===== config.mk =====
export PLATFORM = sky130hd
export DESIGN_NAME = tdma_beacon_clock_tracker
export DESIGN_NICKNAME = d
export VERILOG_FILES = /design/src/hw/rtl/tbct_pkg.sv /design/src/hw/rtl/tdma_beacon_clock_tracker.sv /design/src/hw/rtl/tbct_serial_mul.sv /design/src/hw/rtl/tbct_serial_div.sv
export SDC_FILE = /design/constraint.sdc
export NUM_CORES = 2
export LEC_CHECK = 0
export BUFFER_PORTS_ARGS = -buffer_cell sky130_fd_sc_hd__buf_4
export CAP_MARGIN = 20
export CORE_UTILIZATION = 45
export DETAILED_ROUTE_END_ITERATION = 8
export PLACE_DENSITY = 0.65
export SLEW_MARGIN = 40
export SYNTH_ARGS = -nofsm -noshare
export SYNTH_HDL_FRONTEND = slang
export SYNTH_SLANG_ARGS = --single-unit

===== constraint.sdc =====
create_clock -name clock -period 27 [get_ports clock]
set_input_delay 2.7 -clock clock [delete_from_list [all_inputs] [get_ports clock]]
set_output_delay 2.7 -clock clock [all_outputs]
set_load 0.01 [all_outputs]

===== src/hw/rtl/tbct_pkg.sv =====
// ----------------------------------------------------------------------------
// tbct_pkg: beacon clock tracker shared types and constants
// Payload structs, register indexes and widths used by the tracker modules.
// ----------------------------------------------------------------------------
package tbct_pkg;

   localparam int unsigned FRAME_SLOT_COUNT = 10;
   localparam int unsigned CsrIdxW = 3;
   localparam int unsigned CsrDataW = 24;

   typedef enum logic [CsrIdxW-1:0] {
      CSR_BEACON_INTERVAL = 3'd0,
      CSR_PHASE_GAIN      = 3'd1,
      CSR_FREQUENCY_GAIN  = 3'd2,
      CSR_SLOT_LENGTH     = 3'd3,
      CSR_OWN_NODE_ID     = 3'd4
   } csr_idx_type;

   typedef enum logic {
      OP_BEACON = 1'b0,
      OP_SLOT   = 1'b1
   } op_type;

   typedef struct packed {
      logic        op;
      logic [31:0] beacon_time;
      logic [31:0] beacon_number;
      logic [15:0] slot_owner;
      logic        slot_is_uplink;
   } req_type;

   typedef struct packed {
      logic        report_kind;
      logic [31:0] local_estimate;
      logic signed [31:0] timing_error;
      logic signed [31:0] frequency_estimate;
      logic        transmit_grant;
      logic [31:0] transmit_time;
   } rsp_type;

endpackage


===== src/hw/rtl/tdma_beacon_clock_tracker.sv =====
// ----------------------------------------------------------------------------
// tdma_beacon_clock_tracker: second-order beacon timing loop
// Tracks the beacon clock and grants uplink slot transmit times.
// ----------------------------------------------------------------------------
// Slot transaction: one serial multiply between accept and rsp_valid.
// Beacon transaction: five serial multiplies and one serial divide run back
// to back on one shared sequencer.
// One transaction at a time; req stalls until the result is taken.
// Reset (synchronous): returns to idle, clears the loop state to zero and loads register defaults.
module tdma_beacon_clock_tracker
   import tbct_pkg::*;
(
   input  logic                clock,
   input  logic                reset,
   input  logic                req_valid,
   output logic                req_stall,
   input  req_type             req_data,
   output logic                rsp_valid,
   input  logic                rsp_stall,
   output rsp_type             rsp_data,
   input  logic                csr_write,
   input  logic [CsrIdxW-1:0]  csr_index,
   input  logic [CsrDataW-1:0] csr_wdata
);

   typedef enum logic [8:0] {
      ST_IDLE   = 9'b000000001,
      ST_STEP1  = 9'b000000010,
      ST_MISS   = 9'b000000100,
      ST_PHASE  = 9'b000001000,
      ST_FGAIN  = 9'b000010000,
      ST_DIV    = 9'b000100000,
      ST_STEP2  = 9'b001000000,
      ST_SLOT   = 9'b010000000,
      ST_OUT    = 9'b100000000
   } state_type;

   state_type   state_ff, state_in;
   logic [23:0] interval_ff;
   logic [15:0] pgain_ff, fgain_ff, node_ff;
   logic [19:0] slen_ff;
   logic [31:0] ltime_ff, ltime_in, foff_ff, foff_in, prev_ff, prev_in;
   logic [31:0] base_ff, base_in;
   logic [3:0]  sidx_ff, sidx_in;
   req_type     req_ff, req_in;
   logic [31:0] missed_ff, missed_in, err_ff, err_in;
   logic [31:0] step_ff, step_in;
   rsp_type     rsp_ff, rsp_in;
   logic        rvalid_ff, rvalid_in;
   logic [63:0] fg_ff, fg_in;

   logic        mul_start, mul_busy, div_start, div_busy;
   logic signed [63:0] m_a, m_prod, d_q;
   logic [31:0] m_b;

   tbct_serial_mul u_mul (
      .clock(clock), .reset(reset), .start(mul_start), .mcand(m_a),
      .mplier(m_b), .busy(mul_busy), .product(m_prod)
   );
   tbct_serial_div u_div (
      .clock(clock), .reset(reset), .start(div_start), .dividend(fg_ff),
      .divisor(interval_ff), .busy(div_busy), .quotient(d_q)
   );

   logic        launched_ff, launched_in;
   logic        accept;
   logic signed [63:0] step_full, fnew;
   logic [31:0] perr;

   assign accept    = req_valid && !req_stall;
   assign req_stall = (state_ff != ST_IDLE) || rvalid_ff;
   // step = floor((interval*(2^30+f) + 2^29) / 2^30)
   assign step_full = (m_prod + 64'sd536870912) >>> 30;
   assign perr      = 32'((m_prod + 64'sd32768) >>> 16);
   assign fnew      = $signed({{32{foff_ff[31]}}, foff_ff}) + d_q;

   always_comb begin
      state_in = state_ff; ltime_in = ltime_ff; foff_in = foff_ff;
      prev_in = prev_ff; base_in = base_ff; sidx_in = sidx_ff; req_in = req_ff;
      missed_in = missed_ff; err_in = err_ff; step_in = step_ff;
      rsp_in = rsp_ff; rvalid_in = rvalid_ff;
      fg_in = fg_ff; launched_in = 1'b0;
      mul_start = 1'b0; div_start = 1'b0;
      m_a = '0; m_b = '0;
      if (rvalid_ff && !rsp_stall) rvalid_in = 1'b0;
      unique case (state_ff)
         ST_IDLE: begin
            if (accept) begin
               req_in = req_data;
               rsp_in = '0;
               if (req_data.op == OP_BEACON) begin
                  state_in = ST_STEP1;
                  missed_in = (req_data.beacon_number > prev_ff) ?
                     req_data.beacon_number - prev_ff - 32'd1 : 32'd0;
                  prev_in = req_data.beacon_number;
               end else begin
                  state_in = ST_SLOT;
                  rsp_in.report_kind = 1'b1;
               end
               launched_in = 1'b1;
            end
         end
         ST_STEP1, ST_STEP2: begin
            m_a = $signed({{32{foff_ff[31]}}, foff_ff}) + 64'sd1073741824;
            m_b = {8'd0, interval_ff};
            mul_start = launched_ff;
            if (!launched_ff && !mul_busy) begin
               step_in = 32'(step_full);
               if (state_ff == ST_STEP1) begin
                  state_in = ST_MISS;
               end else begin
                  ltime_in = ltime_ff + 32'(step_full);
                  state_in = ST_OUT;
               end
               launched_in = 1'b1;
            end
         end
         ST_MISS: begin
            m_a = $signed({32'd0, step_ff});
            m_b = missed_ff;
            mul_start = launched_ff;
            if (!launched_ff && !mul_busy) begin
               ltime_in = ltime_ff + m_prod[31:0];
               err_in = req_ff.beacon_time - (ltime_ff + m_prod[31:0]);
               rsp_in.local_estimate = ltime_ff + m_prod[31:0];
               rsp_in.timing_error = req_ff.beacon_time - (ltime_ff + m_prod[31:0]);
               rsp_in.frequency_estimate = foff_ff;
               state_in = ST_PHASE;
               launched_in = 1'b1;
            end
         end
         ST_PHASE: begin
            m_a = $signed({{32{err_ff[31]}}, err_ff});
            m_b = {16'd0, pgain_ff};
            mul_start = launched_ff;
            if (!launched_ff && !mul_busy) begin
               ltime_in = ltime_ff + perr;
               base_in = ltime_ff + perr;
               sidx_in = '0;
               state_in = ST_FGAIN;
               launched_in = 1'b1;
            end
         end
         ST_FGAIN: begin
            m_a = $signed({{18{err_ff[31]}}, err_ff, 14'd0});
            m_b = {16'd0, fgain_ff};
            mul_start = launched_ff;
            if (!launched_ff && !mul_busy) begin
               fg_in = m_prod;
               state_in = ST_DIV;
               launched_in = 1'b1;
            end
         end
         ST_DIV: begin
            div_start = launched_ff;
            if (!launched_ff && !div_busy) begin
               if (fnew > 64'sd2147483647) foff_in = 32'h7FFF_FFFF;
               else if (fnew < -64'sd2147483648) foff_in = 32'h8000_0000;
               else foff_in = fnew[31:0];
               state_in = ST_STEP2;
               launched_in = 1'b1;
            end
         end
         ST_SLOT: begin
            m_a = $signed({44'd0, slen_ff});
            m_b = {28'd0, sidx_ff};
            mul_start = launched_ff;
            if (!launched_ff && !mul_busy) begin
               if (32'(sidx_ff) < FRAME_SLOT_COUNT) begin
                  if (req_ff.slot_is_uplink && req_ff.slot_owner == node_ff) begin
                     rsp_in.transmit_grant = 1'b1;
                     rsp_in.transmit_time = base_ff + m_prod[31:0];
                  end
                  sidx_in = sidx_ff + 4'd1;
               end
               state_in = ST_OUT;
            end
         end
         ST_OUT: begin
            if (!rvalid_ff) begin
               rvalid_in = 1'b1;
               state_in = ST_IDLE;
            end
         end
         default: state_in = ST_IDLE;
      endcase
   end

   always_ff @(posedge clock) begin
      if (reset) begin
         state_ff <= ST_IDLE;
         interval_ff <= 24'd10000; pgain_ff <= 16'd32768;
         fgain_ff <= 16'd8192; slen_ff <= 20'd1000; node_ff <= 16'd1;
         ltime_ff <= '0; foff_ff <= '0; prev_ff <= '0; base_ff <= '0;
         sidx_ff <= '0; rvalid_ff <= 1'b0; launched_ff <= 1'b0;
      end else begin
         state_ff <= state_in;
         ltime_ff <= ltime_in; foff_ff <= foff_in; prev_ff <= prev_in;
         base_ff <= base_in; sidx_ff <= sidx_in; rvalid_ff <= rvalid_in;
         launched_ff <= launched_in;
         if (csr_write) begin
            unique case (csr_idx_type'(csr_index))
               CSR_BEACON_INTERVAL: interval_ff <= csr_wdata;
               CSR_PHASE_GAIN:      pgain_ff <= csr_wdata[15:0];
               CSR_FREQUENCY_GAIN:  fgain_ff <= csr_wdata[15:0];
               CSR_SLOT_LENGTH:     slen_ff <= csr_wdata[19:0];
               CSR_OWN_NODE_ID:     node_ff <= csr_wdata[15:0];
               default: ;
            endcase
         end
      end
      req_ff <= req_in; missed_ff <= missed_in; err_ff <= err_in;
      step_ff <= step_in; rsp_ff <= rsp_in; fg_ff <= fg_in;
   end

   assign rsp_valid = rvalid_ff;
   assign rsp_data  = rsp_ff;

   a_no_accept_busy: assert property (@(posedge clock) disable iff (reset)
      accept |-> state_ff == ST_IDLE && !rvalid_ff) else $error("accept while busy");
   a_units_exclusive: assert property (@(posedge clock) disable iff (reset)
      !(mul_busy && div_busy)) else $error("mul and div both busy");
   a_slot_idx: assert property (@(posedge clock) disable iff (reset)
      32'(sidx_ff) <= FRAME_SLOT_COUNT) else $error("slot index overrun");
   a_rsp_from_out: assert property (@(posedge clock) disable iff (reset)
      $rose(rsp_valid) |-> $past(state_ff) == ST_OUT) else $error("stray response");

endmodule


===== src/hw/rtl/tbct_serial_mul.sv =====
// ----------------------------------------------------------------------------
// tbct_serial_mul: bit-serial signed multiplier
// Shift-add multiply of a signed 64-bit multiplicand by an unsigned 32-bit
// multiplier, one multiplier bit per cycle, product modulo 2^64.
// ----------------------------------------------------------------------------
module tbct_serial_mul
   import tbct_pkg::*;
(
   input  logic               clock,
   input  logic               reset,
   input  logic               start,
   input  logic signed [63:0] mcand,
   input  logic [31:0]        mplier,
   output logic               busy,
   output logic signed [63:0] product
);

   logic [63:0] acc_ff, acc_in;
   logic [63:0] mc_ff, mc_in;
   logic [31:0] mp_ff, mp_in;
   logic [5:0]  cnt_ff, cnt_in;

   always_comb begin
      acc_in = acc_ff;
      mc_in  = mc_ff;
      mp_in  = mp_ff;
      cnt_in = cnt_ff;
      if (start) begin
         acc_in = '0;
         mc_in  = mcand;
         mp_in  = mplier;
         cnt_in = 6'd32;
      end else if (cnt_ff != 6'd0) begin
         if (mp_ff[0]) acc_in = acc_ff + mc_ff;
         mc_in  = {mc_ff[62:0], 1'b0};
         mp_in  = {1'b0, mp_ff[31:1]};
         cnt_in = cnt_ff - 6'd1;
      end
   end

   always_ff @(posedge clock) begin
      if (reset) begin
         cnt_ff <= '0;
      end else begin
         cnt_ff <= cnt_in;
      end
      acc_ff <= acc_in;
      mc_ff  <= mc_in;
      mp_ff  <= mp_in;
   end

   assign busy    = (cnt_ff != 6'd0);
   assign product = acc_ff;

endmodule


===== src/hw/rtl/tbct_serial_div.sv =====
// ----------------------------------------------------------------------------
// tbct_serial_div: bit-serial signed divider
// Restoring division of a signed 64-bit dividend by an unsigned 24-bit
// divisor, one quotient bit per cycle, quotient truncated toward zero.
// ----------------------------------------------------------------------------
module tbct_serial_div
   import tbct_pkg::*;
(
   input  logic               clock,
   input  logic               reset,
   input  logic               start,
   input  logic signed [63:0] dividend,
   input  logic [23:0]        divisor,
   output logic               busy,
   output logic signed [63:0] quotient
);

   logic [63:0] q_ff, q_in;
   logic [24:0] rem_ff, rem_in;
   logic [23:0] dv_ff, dv_in;
   logic        neg_ff, neg_in;
   logic [6:0]  cnt_ff, cnt_in;
   logic [24:0] trial;
   logic [25:0] diff;

   assign trial = {rem_ff[23:0], q_ff[63]};
   assign diff  = {1'b0, trial} - {2'b00, dv_ff};

   always_comb begin
      q_in   = q_ff;
      rem_in = rem_ff;
      dv_in  = dv_ff;
      neg_in = neg_ff;
      cnt_in = cnt_ff;
      if (start) begin
         neg_in = dividend[63];
         q_in   = dividend[63] ? 64'(-dividend) : dividend;
         rem_in = '0;
         dv_in  = (divisor == 24'd0) ? 24'd1 : divisor;
         cnt_in = 7'd64;
      end else if (cnt_ff != 7'd0) begin
         if (!diff[25]) begin
            rem_in = diff[24:0];
            q_in   = {q_ff[62:0], 1'b1};
         end else begin
            rem_in = trial;
            q_in   = {q_ff[62:0], 1'b0};
         end
         cnt_in = cnt_ff - 7'd1;
      end
   end

   always_ff @(posedge clock) begin
      if (reset) begin
         cnt_ff <= '0;
      end else begin
         cnt_ff <= cnt_in;
      end
      q_ff   <= q_in;
      rem_ff <= rem_in;
      dv_ff  <= dv_in;
      neg_ff <= neg_in;
   end

   assign busy     = (cnt_ff != 7'd0);
   assign quotient = neg_ff ? 64'(-q_ff) : q_ff;

endmodule


* After elaboration in Yosys (flattened, before gate mapping)
Index checks and enable logic that the tools add are counted. W data, S select, Z words.
Storage, ports and cells: register bits after elaboration 860, input bits 114, output and inout bits 132, word-level logic and storage cells 185
Operators by class: $add $sub $neg 18, magnitude comparators 4, eq/ne operators 26, muxes and demuxes 55, bitwise logic cells 1, reductions and logical operators 44
Operators by type and width (count):
- $mux W64 | 6
- $pmux W64 S5 | 1
- $mux W32 | 8
- $pmux W96 S2 | 1
- $pmux W32 S5 | 1
- $mux W129 | 1
- $add A32 B32 Y32 | 4
- $neg A64 Y64 | 2
- $mux W33 | 3
- $mux W96 | 1
- $pmux W32 S3 | 1
- $mux W9 | 9
- $pmux W9 S8 | 1
- $pmux W33 S2 | 1
- $add A32 B64 Y64 | 1
- $add A64 B64 Y64 | 1
- $gt A64 B32 Y1 const B | 1
- $lt A64 B32 Y1 const B | 1
- $sub A32 B32 Y32 | 2
- $add A62 B31 Y62 const B | 1
- $add A48 B17 Y48 const B | 1
- $add A32 B32 Y33 const B | 1
- $gt A32 B32 Y1 | 1
- $sub A32 B1 Y32 const B | 1
- 46 further kinds | 97

* Logic depth before layout (Yosys ltp)
depth in word-level cells 6, depth in mapped cells 28, gate-level depth less buffers 26

* By module
From an unflattened synthesis, not the netlist that was laid out.
Second synthesis, totals: cells, all modules 5935, area total of the unflattened synthesis 55036.5 um2
Modules (own cells, without submodules):
- tdma_beacon_clock_tracker | times used 1, cells each 3878, area an instance 35761.8 um2, sequential area each 14884.3 um2
- tbct_serial_mul | times used 1, cells each 1079, area an instance 10438.8 um2, sequential area each 4284.1 um2
- tbct_serial_div | times used 1, cells each 978, area an instance 8836.0 um2, sequential area each 3293.2 um2

* Worst setup path after synthesis
No wires, ideal clock.
path type reg-to-reg, start point register state_ff[8], end point register rsp_ff, in the netlist rsp_data[100], enable pin, library setup time 0.683 ns, data arrival time 8.647 ns, required time 26.317 ns, path slack 17.669 ns, stages on the path, launching flop included 8, path buffers 2, clock period less this slack 9.331 ns, cells stage by stage dfxtp_1 > nor4_1 > nand2_1 > nor2_1 > nand3b_1 > clkbuf_1 > buf_1 > o21ai_0
On the way: cells in the longest elaborated chain, start to end 6, elaborated cells on any way between the ends 10, classes of those cells eq/ne: 5; reduce/logical: 5
Ends and longest elaborated chain:
- from (decl) | RTL line tdma_beacon_clock_tracker.sv:38 | state_type state_ff, state_in;
- from (signal assigned) | RTL line tdma_beacon_clock_tracker.sv:197 | state_ff <= state_in;
- $ne A9 B1 Y1 | RTL line tdma_beacon_clock_tracker.sv:71 | assign req_stall = (state_ff != ST_IDLE) || rvalid_ff;
- $logic_or A1 B1 Y1 | RTL line tdma_beacon_clock_tracker.sv:71
- $logic_not A1 Y1 | RTL line tdma_beacon_clock_tracker.sv:70 | assign accept = req_valid && !req_stall;
- $logic_and A1 B1 Y1 | RTL line tdma_beacon_clock_tracker.sv:70
- $ne A2 B2 Y1 (no source line)
- $reduce_and A3 Y1 (no source line) *
- to (signal assigned) | RTL line tdma_beacon_clock_tracker.sv:213 | step_ff <= step_in; rsp_ff <= rsp_in; fg_ff <= fg_in;
- to (decl) | RTL line tdma_beacon_clock_tracker.sv:48 | rsp_type rsp_ff, rsp_in;
Every way passes the cells marked *; elsewhere a longest branch is shown, timed or not. A chain may end at the register's enable or synchronous reset.

* Final worst setup path
start point register u_div.q_ff[15], end point register foff_ff[30]
On the way: cells in the longest elaborated chain, start to end 6, elaborated cells on any way between the ends 7, classes of those cells add/sub: 2; order compare: 2; mux: 3
Ends and longest elaborated chain:
- from (decl) | RTL line tbct_serial_div.sv:18 | logic [63:0] q_ff, q_in;
- from (signal assigned) | RTL line tbct_serial_div.sv:59 | q_ff <= q_in;
- $neg A64 Y64 | RTL line tbct_serial_div.sv:66 | assign quotient = neg_ff ? 64'(-q_ff) : q_ff;
- $mux W64 * | RTL line tbct_serial_div.sv:66
- $add A32 B64 Y64 * | RTL line tdma_beacon_clock_tracker.sv:75 | assign fnew = $signed({{32{foff_ff[31]}}, foff_ff}) + d_q;
- $lt A64 B32 Y1 | RTL line tdma_beacon_clock_tracker.sv:158 | else if (fnew < -64'sd2147483648) foff_in = 32'h8000_0000;
- $mux W32 | RTL line tdma_beacon_clock_tracker.sv:158
- $mux W32 * | RTL line tdma_beacon_clock_tracker.sv:157 | if (fnew > 64'sd2147483647) foff_in = 32'h7FFF_FFFF;
- to (signal assigned) | RTL line tdma_beacon_clock_tracker.sv:198 | ltime_ff <= ltime_in; foff_ff <= foff_in; prev_ff <= prev_in;
- to (decl) | RTL line tdma_beacon_clock_tracker.sv:42 | logic [31:0] ltime_ff, ltime_in, foff_ff, foff_in, prev_ff, prev_in;
Marked as above.

==> results.txt <==
clk sinks - 860
Pwr Density - 105 nW/um^2
Final Worst Setup Slack - 19.80 ns
total number of vias - 44400
CP Launch Point - u_div.q_ff[15]$_DFFE_PP_
startpoint types - register
Synth top area share - 29.5%
hold_sp - prev_ff[10]$_SDFFE_PP0P_
first-pass GRT wire length - 245 mm
GR Util All Layers - 26.1%
Root Driver - clkbuf_16
TritonCTS buffer count - 97
initial antenna violation count - 1
Die X - 346 um
worst vdd ir - 0.0857 mV
CTS Hold Bufs - 0
Net count, final - 6481
Post-Route WL - 161 mm
post-layout minimum cycle time - 7.20 ns
syn nets - 6363
post-synth cell types - 108
TritonRoute pass-1 iters - 8
WP data required - 27.50 ns
endpoint class of the critical path - register
mean area per synthesized cell - 9.06 um^2
CTS tree - yes
ys flop type - edfxtp_1
cell area after synthesis - 53400 um^2
Site Rows - 125
Final GP Congestion - 0.976
I/O Buffers - 245
leakage power - 23.9 nW
DR WL/cell - 21.1 um
Final Hold Fails - 0
fin util - 51.3%
largest net degree at the start of global routing - 116
worst-margin pin slew - 0.919 ns
post-synthesis sequential area ratio - 42.1%
Hold Slack - 0.448 ns
P&R area growth vs syn - 12.3%
Tcrit/Tclk final - 26.7%
met2 Use GR - 39.5%
# IOs - 246
end point of the worst hold path - prev_ff[10]$_SDFFE_PP0P_
Post-synth EDFFs - 524
most frequent cells in the layout - 846 x nand2_1, 545 x a21oi_1, 524 x edfxtp_1
share of cells above drive strength 1 - 9.62%
Worst Hold Class - register to register
Critical R2R Launch - u_div.q_ff[15]$_DFFE_PP_
most used routing layer - met2
number of remaining DRC errors - 0
later-pin clock latency in the skew report - 0.72 ns
Via density - 5.82
GRT overflow - 0
Critical R2R Capture - foff_ff[30]$_SDFFE_PP0P_
Clock Tree Buf Depth - 3
commonest non-fill, non-tap cell in the layout - nand2_1
TNS Setup - 0 ns
design area - 59900 um^2
status - finished clean
Post-CTS Resized - 0
f_max - 139 MHz
critical path fanouts, max - 32
Max Clock Skew - 0.0887 ns
slew margin rel. - 38.7%
post-synth top area cell - edfxtp_1
worst reg2reg setup slack - 19.80 ns
met1 global-route usage - 37.5%
drt initial violations - 4240
vias in the first global route - 41700
Setup Fix Bufs, Post-CTS - 0
final antenna-violating net count - 0
Post-Place Worst Slack - 19.92 ns
fin. max-slew vios - 0
core area - 117000 um^2
Ys Warns - 0
HPWL Detailed - 122 mm
critical setup path kind - register to register
H-tree levels - 3
die height - 346 um
worst path arrival time - 7.71 ns
leading post-synthesis cells by cell area - edfxtp_1 29%, dfxtp_1 13%, ha_1 8.2%
Post-synth ARST share - 0%
final setup fails - 0
GR Util met3 - 3.47%
Reg2Reg Depth - 26
setup repair after global routing missed its margin - no
Worst Hold Path Cells - 2
Worst-path clk slew - 0.06 ns
Die Area - 120000 um^2
number of max-cap violations - 0
placed inst area - 56600 um^2
Mapped Cells - 5892
synthesized flop and latch total - 860
Starting Density - 45.7%
[cells in the mapped netlist, types with 11 or more instances]
cell,n
nor2_1,484
o31ai_1,52
a22o_1,17
xor2_1,191
or4_1,17
a21boi_0,13
nand4_1,55
and2_1,86
o21a_1,46
a21oi_1,548
nand2b_1,55
nor2b_1,42
nand3b_1,21
or3_1,52
mux2i_1,12
a2111oi_0,16
or2_2,24
dfxtp_1,336
o21bai_1,53
nor4_1,20
nand2_1,852
ha_1,348
a211oi_2,31
a21o_1,168
xnor2_1,302
and3_1,58
a222oi_1,32
nor3_1,118
o21ai_0,351
o211ai_1,18
clkbuf_1,257
a311oi_1,11
o41ai_1,21
nor3b_1,11
a211oi_1,54
inv_1,179
nand3_1,106
a31oi_1,77
a221oi_1,30
edfxtp_1,524
[worst max-delay path: stages (launching register included)]
cell and delay, ns:
edfxtp_1 0.44, or4_1 0.59, nor4_1 0.29, or2b_1 0.34, nor2_1 0.16, nand3_1 0.14, inv_1 0.11, nand3_1 0.16
or4_1 0.54, o21ai_0 0.23, xnor2_1 0.11, ha_1 0.48, and3_1 0.31, nand2_1 0.10, nor3_1 0.36, nand3_1 0.15
a2111o_1 0.39, o221a_2 0.15, a21boi_0 0.34, o21a_1 0.16, nor2_1 0.06, xnor2_2 0.12, buf_4 0.23, or2_2 0.35
o41ai_4 0.06, buf_4 0.48, a211oi_1 0.15
[metrics by stage]
step                      cells  total power, mW
final                      7618             6.27
after global routing       7617             6.67
after CTS                  7616             6.25
after detailed placement   7434             4.86
after global placement     7432             4.83
after floorplan            5892             4.09
[cell families (layout without fill, tap and decap cells)]
| logic type | after synthesis | in the layout | share of synthesized area (%) |
|---|---|---|---|
| xor gates and xnor gates | 494 | 494 | 8.12 |
| adders and majority gates | 357 | 357 | 8.50 |
| DFF | 860 | 860 | 42.1 |
| muxes | 12 | 12 | 0.225 |
| buffers and inverters | 462 | 663 | 3.37 |
| AOI/OAI and AO/OA | 1657 | 1657 | 20.0 |
| and+or+nand+nor | 2050 | 2050 | 17.7 |
| other | 0 | 1 | 0 |
[sequential cells by signal, indices dropped and copies added (netlist names), 32 cells and up]
register	flops
u_div.q_ff	64
missed_ff	32
prev_ff	32
u_mul.mc_ff	64
fg_ff	64
u_mul.mp_ff	32
rsp_data	130
req_ff	49
u_mul.product	64
err_ff	32
ltime_ff	32
step_ff	32
foff_ff	32
base_ff	32
[report_power, final]
part | total, mW | internal, mW | leakage, nW | switching (mW)
Sequential | 2.13 | 1.83 | 7.82 | 0.299
Combinational | 2.77 | 1.09 | 14.5 | 1.68
Clock | 1.38 | 0.793 | 1.61 | 0.583
[worst max-delay path by stage]
stage / to / slack [ns] / cells past startpoint
floorplan: rsp_data[100]$_SDFFCE_PN0P_ / 17.67 / 7
global placement: foff_ff[30]$_SDFFE_PP0P_ / 19.99 / 26
detailed placement: foff_ff[0]$_SDFFE_PP0P_ / 19.92 / 26
CTS: foff_ff[30]$_SDFFE_PP0P_ / 19.87 / 26
global route: foff_ff[30]$_SDFFE_PP0P_ / 19.28 / 26
finish: foff_ff[30]$_SDFFE_PP0P_ / 19.80 / 26
[area by class of cell]
cell class	count	area, um^2
inverter	180	676
tap	1524	1910
fill	10800	56900
clock buffer	123	2670
multi-input combinational	4570	29200
timing repair buffer	301	2320
antenna	1	2.50
clock inverter	59	657
sequential	860	22500
[routing by layer]
layer | vias to the layer above | share of wire (%)
li1 | 21600 | -
met1 | 21000 | 47
met5 | - | 0
met4 | 0 | 4.1
met2 | 1433 | 43
met3 | 284 | 6.5
Power figures use the tool's default switching activity.
